$ cat config.mk
export PLATFORM = sky130hd
export DESIGN_NAME = answering_machine_detect_fsm
export DESIGN_NICKNAME = d
export VERILOG_FILES = /design/src/rtl/amd_pkg.sv /design/src/rtl/amd_fsm.sv /design/src/rtl/answering_machine_detect_fsm.sv
export VERILOG_INCLUDE_DIRS = /design/src /design/src/rtl
export SDC_FILE = /design/constraint.sdc
export NUM_CORES = 1
export LEC_CHECK = 0
export ABC_AREA = 1
export BUFFER_PORTS_ARGS = -buffer_cell sky130_fd_sc_hd__buf_2
export CORE_MARGIN = 5
export CORE_UTILIZATION = 51
export CTS_CLUSTER_SIZE = 10
export DETAILED_ROUTE_END_ITERATION = 6
export GPL_TIMING_DRIVEN = 1
export PLACE_DENSITY = 0.72
export SYNTH_ARGS = -nofsm -noshare
export SYNTH_HDL_FRONTEND = slang
export SYNTH_SLANG_ARGS = --single-unit
export TNS_END_PERCENT = 1
$ cat constraint.sdc
create_clock -name clk -period 5.7 [get_ports clk]
set_input_delay 0.57 -clock clk [delete_from_list [all_inputs] [get_ports clk]]
set_output_delay 0.57 -clock clk [all_outputs]
set_load 0.01 [all_outputs]
$ cat src/rtl/answering_machine_detect_fsm_assert.svh
// Assertion macros for the answering machine detector.
// Each use samples on clk and is off while arst_n is low.
`ifndef ANSWERING_MACHINE_DETECT_FSM_ASSERT_SVH
`define ANSWERING_MACHINE_DETECT_FSM_ASSERT_SVH

// Same-cycle implication.
`define AMD_ASSERT_IMP(label, ante, cons, msg) \
	label: assert property (@(posedge clk) disable iff (!arst_n) (ante) |-> (cons)) \
		else $error(msg);

// Next-cycle implication.
`define AMD_ASSERT_NXT(label, ante, cons, msg) \
	label: assert property (@(posedge clk) disable iff (!arst_n) (ante) |=> (cons)) \
		else $error(msg);

`endif

$ cat src/rtl/amd_pkg.sv
`timescale 1ns / 1ps

package amd_pkg;

	localparam logic [31:0] NO_VOICE_TIMEOUT_RST = 32'd2000;
	localparam logic [31:0] MACHINE_VOICE_RST    = 32'd1100;

	localparam int unsigned CFG_ADDR_W = 3;

	// register indexes
	localparam logic REG_NO_VOICE_TIMEOUT = 1'b0;
	localparam logic REG_MACHINE_VOICE    = 1'b1;

	typedef enum logic [2:0] {
		PH_WAIT    = 3'd0,
		PH_DETECT  = 3'd1,
		PH_HUMAN   = 3'd2,
		PH_MACHINE = 3'd3,
		PH_DONE    = 3'd4
	} phase_t;

	localparam logic [2:0] EV_NONE      = 3'd0;
	localparam logic [2:0] EV_SIL_BEGIN = 3'd1;
	localparam logic [2:0] EV_SIL       = 3'd2;
	localparam logic [2:0] EV_VOX_BEGIN = 3'd3;
	localparam logic [2:0] EV_VOX       = 3'd4;

	localparam logic [2:0] V_NO_VOICE    = 3'd0;
	localparam logic [2:0] V_MACH_VOICE  = 3'd1;
	localparam logic [2:0] V_MACH_SIL    = 3'd2;
	localparam logic [2:0] V_MACH_BEEP   = 3'd3;
	localparam logic [2:0] V_HUMAN_VOICE = 3'd4;
	localparam logic [2:0] V_HUMAN_SIL   = 3'd5;

	typedef struct packed {
		logic        func;
		logic [2:0]  vad_event;
		logic [31:0] event_time;
		logic [31:0] opposite_ms;
	} amd_item_t;

	typedef struct packed {
		logic       emit;
		logic [2:0] verdict;
		phase_t     phase;
	} amd_result_t;

endpackage

$ cat src/rtl/amd_fsm.sv
`timescale 1ns / 1ps

module amd_fsm
	import amd_pkg::*;
(
	input  logic        clk,
	input  logic        arst_n,
	input  logic        adv,
	input  amd_item_t   item,
	input  logic [31:0] no_voice_timeout_ms,
	input  logic [31:0] machine_voice_ms,
	output amd_result_t res
);

	phase_t      phase_q, phase_d;
	logic [31:0] start_q;
	logic        restart;
	logic        beep, sil, vox;
	logic [31:0] wait_ms, voice_ms;
	logic        timeout, long_voice;

	assign beep = item.func;
	assign sil  = !beep && (item.vad_event inside {EV_SIL_BEGIN, EV_SIL});
	assign vox  = !beep && (item.vad_event inside {EV_VOX_BEGIN, EV_VOX});

	assign wait_ms    = item.event_time - start_q;
	assign voice_ms   = wait_ms - item.opposite_ms;
	assign timeout    = wait_ms >= no_voice_timeout_ms;
	assign long_voice = voice_ms >= machine_voice_ms;

	// next state
	always_comb begin
		phase_d = phase_q;
		restart = 1'b0;
		case (phase_q)
			PH_WAIT: begin
				if (beep) begin
					phase_d = PH_MACHINE;
					restart = 1'b1;
				end else if (sil && timeout) begin
					phase_d = PH_DONE;
					restart = 1'b1;
				end else if (vox) begin
					phase_d = PH_DETECT;
					restart = 1'b1;
				end
			end
			PH_DETECT: begin
				if (beep) begin
					phase_d = PH_MACHINE;
					restart = 1'b1;
				end else if (sil) begin
					phase_d = PH_HUMAN;
					restart = 1'b1;
				end else if (vox && long_voice) begin
					phase_d = PH_MACHINE;
					restart = 1'b1;
				end
			end
			PH_HUMAN: begin
				if (beep) begin
					phase_d = PH_MACHINE;
					restart = 1'b1;
				end
			end
			default: begin
			end
		endcase
	end

	// result
	always_comb begin
		res.emit    = 1'b0;
		res.verdict = V_NO_VOICE;
		res.phase   = phase_q;
		case (phase_q)
			PH_WAIT: begin
				if (beep) begin
					res.emit    = 1'b1;
					res.verdict = V_MACH_BEEP;
				end else if (sil && timeout) begin
					res.emit    = 1'b1;
					res.verdict = V_NO_VOICE;
				end
			end
			PH_DETECT: begin
				if (beep) begin
					res.emit    = 1'b1;
					res.verdict = V_MACH_BEEP;
				end else if (sil) begin
					res.emit    = 1'b1;
					res.verdict = V_HUMAN_SIL;
				end else if (vox && long_voice) begin
					res.emit    = 1'b1;
					res.verdict = V_MACH_VOICE;
				end
			end
			PH_HUMAN: begin
				if (beep) begin
					res.emit    = 1'b1;
					res.verdict = V_MACH_BEEP;
				end else if (item.vad_event == EV_SIL_BEGIN) begin
					res.emit    = 1'b1;
					res.verdict = V_HUMAN_SIL;
				end else if (item.vad_event == EV_VOX_BEGIN) begin
					res.emit    = 1'b1;
					res.verdict = V_HUMAN_VOICE;
				end
			end
			PH_MACHINE: begin
				if (!beep && item.vad_event == EV_SIL_BEGIN) begin
					res.emit    = 1'b1;
					res.verdict = V_MACH_SIL;
				end else if (!beep && item.vad_event == EV_VOX_BEGIN) begin
					res.emit    = 1'b1;
					res.verdict = V_MACH_VOICE;
				end
			end
			default: begin
			end
		endcase
	end

	always_ff @(posedge clk or negedge arst_n) begin
		if (!arst_n) begin
			phase_q <= PH_WAIT;
			start_q <= '0;
		end else if (adv) begin
			phase_q <= phase_d;
			if (restart) begin
				start_q <= item.event_time;
			end
		end
	end

endmodule

$ cat src/rtl/answering_machine_detect_fsm.sv
`timescale 1ns / 1ps
// Answering machine detector: classifies a call from voice-activity and beep events.
// Input stream: one event per transaction; tuser is the beep flag, tdata carries
// vad_event, event_time and opposite_ms. Output stream: one verdict per classifying
// event; tuser is the verdict code, tdata the event time at which it was made.
// Events that classify nothing produce no output transaction.
// An event is registered in the input register, then evaluated against the phase
// state; its verdict is registered in the output register when the event advances.
// Throughput: one event per cycle while the output register is free or read, set by the
// phase update (two 32-bit subtractions and two compares feeding the phase register).
// An event waits in the input register while a verdict sits unclaimed in the
// output register; the input stalls only when both are full.
// APB registers: 0x0 no-voice timeout (ms), 0x4 machine voice limit (ms).
// Reset: phase returns to wait-for-voice, phase start time to zero, registers to
// 2000 and 1100 ms, both stream registers empty. Registers may be written only
// while the block is idle.

module answering_machine_detect_fsm
	import amd_pkg::*;
(
	input  logic                  clk,
	input  logic                  arst_n,
	input  logic                  s_axis_tvalid,
	output logic                  s_axis_tready,
	input  logic [71:0]           s_axis_tdata,  // vad_event[2:0], event_time, opposite_ms
	input  logic                  s_axis_tuser,  // func
	output logic                  m_axis_tvalid,
	input  logic                  m_axis_tready,
	output logic [31:0]           m_axis_tdata,  // verdict_time
	output logic [2:0]            m_axis_tuser,  // verdict
	input  logic                  psel,
	input  logic                  penable,
	input  logic                  pwrite,
	input  logic [CFG_ADDR_W-1:0] paddr,
	input  logic [31:0]           pwdata,
	output logic [31:0]           prdata,
	output logic                  pready
);

	logic        v_s1;
	amd_item_t   item_s1;
	logic        adv;
	amd_result_t res;
	logic        out_v_q;
	logic [2:0]  out_verdict_q;
	logic [31:0] out_time_q;
	logic [31:0] no_voice_timeout_q;
	logic [31:0] machine_voice_q;
	logic        cfg_wr;

	assign adv           = v_s1 && (!out_v_q || m_axis_tready);
	assign s_axis_tready = !v_s1 || adv;

	always_ff @(posedge clk or negedge arst_n) begin
		if (!arst_n) begin
			v_s1 <= 1'b0;
		end else if (s_axis_tready) begin
			v_s1 <= s_axis_tvalid;
		end
	end

	always_ff @(posedge clk) begin
		if (s_axis_tready && s_axis_tvalid) begin
			item_s1.func        <= s_axis_tuser;
			item_s1.vad_event   <= s_axis_tdata[2:0];
			item_s1.event_time  <= s_axis_tdata[34:3];
			item_s1.opposite_ms <= s_axis_tdata[66:35];
		end
	end

	amd_fsm u_fsm (
		.clk                 (clk),
		.arst_n              (arst_n),
		.adv                 (adv),
		.item                (item_s1),
		.no_voice_timeout_ms (no_voice_timeout_q),
		.machine_voice_ms    (machine_voice_q),
		.res                 (res)
	);

	always_ff @(posedge clk or negedge arst_n) begin
		if (!arst_n) begin
			out_v_q <= 1'b0;
		end else if (adv && res.emit) begin
			out_v_q <= 1'b1;
		end else if (m_axis_tready) begin
			out_v_q <= 1'b0;
		end
	end

	always_ff @(posedge clk) begin
		if (adv && res.emit) begin
			out_verdict_q <= res.verdict;
			out_time_q    <= item_s1.event_time;
		end
	end

	assign m_axis_tvalid = out_v_q;
	assign m_axis_tuser  = out_verdict_q;
	assign m_axis_tdata  = out_time_q;

	// configuration
	assign pready = 1'b1;
	assign cfg_wr = psel && penable && pwrite && pready;

	always_ff @(posedge clk or negedge arst_n) begin
		if (!arst_n) begin
			no_voice_timeout_q <= NO_VOICE_TIMEOUT_RST;
			machine_voice_q    <= MACHINE_VOICE_RST;
		end else if (cfg_wr) begin
			if (paddr[2] == REG_NO_VOICE_TIMEOUT) begin
				no_voice_timeout_q <= pwdata;
			end else begin
				machine_voice_q <= pwdata;
			end
		end
	end

	assign prdata = (paddr[2] == REG_MACHINE_VOICE) ? machine_voice_q : no_voice_timeout_q;

`include "answering_machine_detect_fsm_assert.svh"

	`AMD_ASSERT_NXT(a_emit_out, adv && res.emit, m_axis_tvalid && m_axis_tuser == $past(res.verdict), "verdict not presented")
	`AMD_ASSERT_IMP(a_rdy_empty, !v_s1, s_axis_tready, "input stalled while empty")
	`AMD_ASSERT_NXT(a_done_sticky, res.phase == PH_DONE, res.phase == PH_DONE, "left done phase")
	`AMD_ASSERT_IMP(a_verdict_rng, m_axis_tvalid, m_axis_tuser <= V_HUMAN_SIL, "bad verdict code")

endmodule
# --- Yosys cells after proc, flatten, opt, wreduce, memory -nomap -nowiden ---
# Index checks and enable logic that the tools add are counted.
classes:
  n_addsub: 2
  magnitude_cmp: 2
  eq_ne: 10
  mux: 30
  bitwise: 1
  reduce_logical: 25
op_table:
  columns: ["operator", "count"]
  rows:
  - ["32-bit >= comparator", 2]
  - ["32-bit subtractor", 2]
  - ["4-bit 2-to-1 mux", 10]
  - ["32-bit 2-to-1 mux", 1]
  - ["3-bit 2-to-1 mux", 7]
  - ["4-bit one-hot mux with 4 select lines", 1]
  - ["3-bit by 2-bit == test with 1-bit output, second input constant", 4]
  - ["1-bit logical AND", 11]
  - ["1-bit 2-to-1 mux", 9]
  - ["3-bit one-hot mux with 3 select lines", 1]
  - ["4-bit by 2-bit != test with 1-bit output, second input constant", 2]
  - ["3-bit by 1-bit == test with 1-bit output, second input constant", 2]
  - ["2-bit AND reduction", 3]
  - ["2-bit nonzero test", 3]
  - ["5-bit AND reduction", 1]
  - ["3-bit == test, second input constant", 1]
  - ["1-bit logical NOT", 3]
  - ["3-bit logical NOT", 1]
  - ["1-bit one-hot mux with 3 select lines", 1]
  - ["3-bit nonzero test", 1]
  - ["1-bit logical OR", 2]
  - ["2-bit != test, second input constant", 1]
  - ["1-bit NOT", 1]
totals:
  regBits: 204
  in_bits: 115
  out_inout_bits: 70
  wordCells: 82

# --- Longest topological paths before layout ---
logic_depth:
  depth_word: 10
  mapped_depth: 37
  ltp_nobuf: 37

# --- Hierarchy ---
# A second synthesis with hierarchy kept.
unflattened:
  hier_cells: 1589
  area_unflattened_um2: 13066.3
by_module_without_submodules:
  columns: ["module", "instances", "cells_each", "area_each_um2"]
  rows:
  - ["amd_fsm", 1, 1087, 6859.1]
  - ["answering_machine_detect_fsm", 1, 502, 6207.2]

# --- Worst setup path after synthesis ---
# No wires, ideal clock.
synth_timing:
  kind: "register -> register"
  start: "register item_s1[32] (netlist name)"
  end: "register out_time_q[0] (netlist: m_axis_tdata[0]), enable pin"
  arrival_ns: 4.910
  t_required_ns: 5.310
  slack_ns: 0.401
  path_stages_with_launch: 34
  path_cell_list: "edfxtp_1 inv_1 ha_1 fa_1 o21ai_2 a21oi_4 o21ai_2 nand2_1 nand2_1 nand3_1 nand2_1 xor2_1 ha_1 a21o_1 a21oi_1 o21bai_1 a21oi_1 o21ai_0 a21oi_1 inv_1 nand2_1 nand2_1 ha_1 nand4_1 nor3_1 and3_1 nand2_1 nand2_1 nand2_2 nand2_2 nor2_1 nand3_1 nand2_1 inv_1"
synth_via:
  elab_chain_cells: 9
synth_rtl:
  columns: ["element", "line_no", "rtl"]
  rows:
  - ["from (decl)", "answering_machine_detect_fsm.sv:41", "amd_item_t item_s1;"]
  - ["32-bit subtractor (*)", "amd_fsm.sv:26", "assign wait_ms = item.event_time - start_q;"]
  - ["32-bit subtractor", "amd_fsm.sv:27", "assign voice_ms = wait_ms - item.opposite_ms;"]
  - ["32-bit >= comparator", "amd_fsm.sv:29", "assign long_voice = voice_ms >= machine_voice_ms;"]
  - ["1-bit logical AND", "amd_fsm.sv:93", "end else if (vox && long_voice) begin"]
  - ["4-bit 2-to-1 mux", "amd_fsm.sv:93", null]
  - ["4-bit 2-to-1 mux", "amd_fsm.sv:90", "end else if (sil) begin"]
  - ["4-bit 2-to-1 mux", "amd_fsm.sv:87", "if (beep) begin"]
  - ["4-bit one-hot mux with 4 select lines (*)", "amd_fsm.sv:76", "case (phase_q)"]
  - ["1-bit logical AND (*)", "answering_machine_detect_fsm.sv:92", "if (adv && res.emit) begin"]
  - ["to (signal assigned)", "answering_machine_detect_fsm.sv:94", "out_time_q <= item_s1.event_time;"]
  - ["to (decl)", "answering_machine_detect_fsm.sv:46", "logic [31:0] out_time_q;"]
# Every way passes the cells marked *; elsewhere a longest branch is shown, timed or not.
# A chain may end at the register's enable or synchronous reset.

# --- Final worst setup path ---
layout_timing:
  start: "register u_fsm.start_q[0]"
  end: "register out_time_q[12] (netlist: m_axis_tdata[12]), enable pin"
layout_via:
  elab_chain_cells: 9
layout_rtl:
  columns: ["element", "line_no", "rtl"]
  rows:
  - ["from (decl)", "amd_fsm.sv:16", "logic [31:0] start_q;"]
  - ["from (signal assigned)", "amd_fsm.sv:131", "start_q <= item.event_time;"]
  - ["32-bit subtractor (*)", "amd_fsm.sv:26", null]
  - ["32-bit subtractor", "amd_fsm.sv:27", null]
  - ["32-bit >= comparator", "amd_fsm.sv:29", null]
  - ["1-bit logical AND", "amd_fsm.sv:93", null]
  - ["4-bit 2-to-1 mux", "amd_fsm.sv:93", null]
  - ["4-bit 2-to-1 mux", "amd_fsm.sv:90", null]
  - ["4-bit 2-to-1 mux", "amd_fsm.sv:87", null]
  - ["4-bit one-hot mux with 4 select lines (*)", "amd_fsm.sv:76", null]
  - ["1-bit logical AND (*)", "answering_machine_detect_fsm.sv:92", null]
# Marked as above.

==> summary.md <==
| Metric | Value |
|---|---|
| Outcome | finished clean |
| # fillers | 2196 |
| Largest net degree at the start of global routing | 67 |
| Slowest library cell on the worst path | fa_2 |
| Max clock buf depth | 3 |
| Top FF cell, synth | edfxtp_1 |
| Num rows | 58 |
| Worst-path clk slew | 0.06 ns |
| Post-DP HPWL | 25000 um |
| Slowest cell delay on critical path | 0.43 ns |
| Port buffer count | 176 |
| Drt drc | 0 |
| Endpoints failing setup | 0 |
| TNS Setup | 0 ns |
| Full die area | 28500 um^2 |
| Most common cell after layout, fill and taps aside | nand2_1 |
| Die Height | 169 um |
| Top post-synthesis cells by area | edfxtp_1 24%, dfrtp_1 18%, ha_1 12% |
| Area leader, netlist | edfxtp_1 |
| Mapped cell area | 12900 um^2 |
| Crit path arrival time | 5.72 ns |
| Worst min path class | in2async |
| First-pass DRT Iterations | 5 |
| Crit. End Element | flop |
| Commonest non-fill, non-tap cells in the layout | 381 x nand2_1, 252 x inv_1, 175 x buf_2, 137 x o21ai_0, 104 x nor2_1 |
| Async SR Flop Fraction | 49.5% |
| Multi-input logic area | 6640 um^2 |
| Sink Count | 204 |
| Register area | 5630 um^2 |
| Total power | 4.96 mW |
| Fmax achieved | 0.183 GHz |
| Vias | 10.9k |
| Initial DRC count | 859 |
| Inserted Clock Buffers | 24 |
| Register area share after synthesis | 43.8% |
| Avg WL per Cell | 15.3 um |
| Top-area cell type share of the netlist area | 24.1% |
| Chip width | 169 um |
| Routed Antenna Nets | 0 |
| Clk_lat worst skew | 0.51 ns |
| Cell mode on critical path | nand2_1 |
| Leakage | 7.58 nW |
| WS Path Type | reg2reg |
| Fraction of layout cells with a size suffix above 1 | 20.7% |
| Antenna cells | 0 |
| #FFs+latches synth | 204 |
| Number of global-route vias before repair | 10.6k |
| Worst-path maximum fanout | 6 |
| Layout area overhead | 22.4% |
| Worst Tran Pin Value | 1.05 ns |
| Syn. warnings | 0 |
| Core area | 25000 um^2 |
| Syn_nets | 1798 |
| Final RePlAce weighted congestion | 0.897 |
| Critical Path RT | 5.97 ns |
| WL final | 32600 um |
| H-tree depth | 1 |
| Hold-fix buffers at CTS | 0 |
| Max Slew Vio Count | 0 |
| Initial antenna violation count | 0 |
| Vias per cell | 5.12 |
| Nets@finish | 2029 |
| Synth Instances | 1555 |
| Worst slew margin | 29.4% |
| Synth unique cells | 43 |
| Post-synth EDFFs | 103 |
| Critical path launch point type | flop |
| GRT Resource Usage Total | 22.0% |
| CTS root buffer | clkbuf_16 |
| IR drop worst, VDD | 0.000201 V |
| Max-cap viol count | 0 |
| Initial core utilization | 51.4% |
| Boundary pin count | 185 |
| Final Skew | 0.00803 ns |
| Final cycle utilization of the critical path | 95.6% |
| Min cycle time layout | 5.45 ns |
| Pwr Density | 315 nW/um^2 |
| Syn_area_per_cell | 8.27 um^2 |
| Fin. Hold Viols | 0 |
| Total congestion overflow | 0 |
| First-pass GRT wire length | 51800 um |
| CTS tree | yes |
## through the flow
stage	instance area (um^2)	std cells	hold WS (ns)	utilization, %	setup WS [ns]
3_3_place_gp	14400	2075	0.453	57.3	0.0363
2_1_floorplan	12900	1555	0.274	-	0.401
4_1_cts	15100	2119	0.0229	60.4	0.00500
5_1_grt	15700	2134	0.0480	62.9	-0.0729
3_5_place_dp	14400	2075	0.458	57.3	-0.0658
6_report	15700	2134	0.0249	62.9	0.249
## critical path: cells and delay by family, from the launching register on
kind | cells | cell delay (ns)
compound gates | 10 | 1.59
xor+xnor | 2 | 0.40
fa+ha+maj | 4 | 1.24
buf+inv | 2 | 0.37
flops | 1 | 0.40
simple gates | 13 | 1.20
## repair_timing
action / in CTS / in global routing
buffers inserted: 0 / 11
resized for setup: 5 / 99
pin swaps: 2 / 17
endpoints found under the setup margin: 69 / 72
cloned: 0 / 4
## per-layer routing
layer	share of wire, %	global-route usage, %	vias up
met4	1.2	2.86	0
li1	-	-	5540
met1	47	32.7	5051
met2	46	35.7	298
met5	0	0	-
met3	5.6	2.85	33
## cell type report
cell class              instances  area share [%]
clock buffers                  44            4.55
flip-flops and latches        204            35.8
repair buffers                233            8.78
well taps                     330            2.62
inverters                     255            6.11
multi-input cells            1068            42.2
## synthesized netlist by cell type (2+ instances only)
library cell	count
edfxtp_1	103
xnor2_1	23
o211ai_1	2
nand3b_1	2
nand4_1	7
nand2_1	388
buf_4	4
o31ai_1	2
o21ai_2	3
clkbuf_1	22
a21boi_0	3
o221ai_1	2
a21oi_2	3
o21ai_0	141
nor3_1	12
a31oi_1	8
a221oi_1	2
buf_6	3
dfstp_2	10
and3_1	3
nor2_1	107
dfrtp_1	91
a21o_1	14
o21a_1	8
fa_1	2
nand2_2	2
inv_1	254
ha_1	126
a21oi_1	90
o21bai_1	8
xor2_1	33
nand3_1	66
## flip-flops by register name (all words and copies together) (netlist names)
register and cells:
item_s1 68, machine_voice_q 32, m_axis_tdata 32, m_axis_tuser 3
no_voice_timeout_q 32, u_fsm.start_q 32, u_fsm.phase_q 3, m_axis_tvalid 1
v_s1 1
## final timing paths
path,start,to,slack [ns],cells past startpoint
worst max register to register,u_fsm.start_q[0],m_axis_tdata[12],0.25,31
worst min-delay path,arst_n,u_fsm.start_q[2],0.02,1
worst min register to register,u_fsm.start_q[20],u_fsm.start_q[20],0.47,2
worst max-delay path,u_fsm.start_q[0],m_axis_tdata[12],0.25,31
max in group asynchronous,arst_n,no_voice_timeout_q[21],4.44,2
min in group clk,s_axis_tdata[37],item_s1[2],0.24,1
## cell families (layout without fill, tap and decap cells)
group | Yosys count | count (layout) | synth area share [%]
compound gates | 292 | 293 | 12.8
xor+xnor | 56 | 56 | 3.81
fa+ha+maj | 128 | 128 | 12.6
buf+inv | 284 | 532 | 8.58
flops | 204 | 204 | 43.8
other cells | 1 | 1 | 0.0292
simple gates | 590 | 590 | 18.4
## power breakdown
group / internal, mW / switching (mW) / total, mW / leakage (nW)
logic: 0.727 / 1.05 / 1.77 / 4.96
registers: 1.69 / 0.0881 / 1.78 / 2.28
clock network: 0.838 / 0.564 / 1.40 / 0.343
total: 3.26 / 1.70 / 4.96 / 7.58
Power figures use the tool's default switching activity.
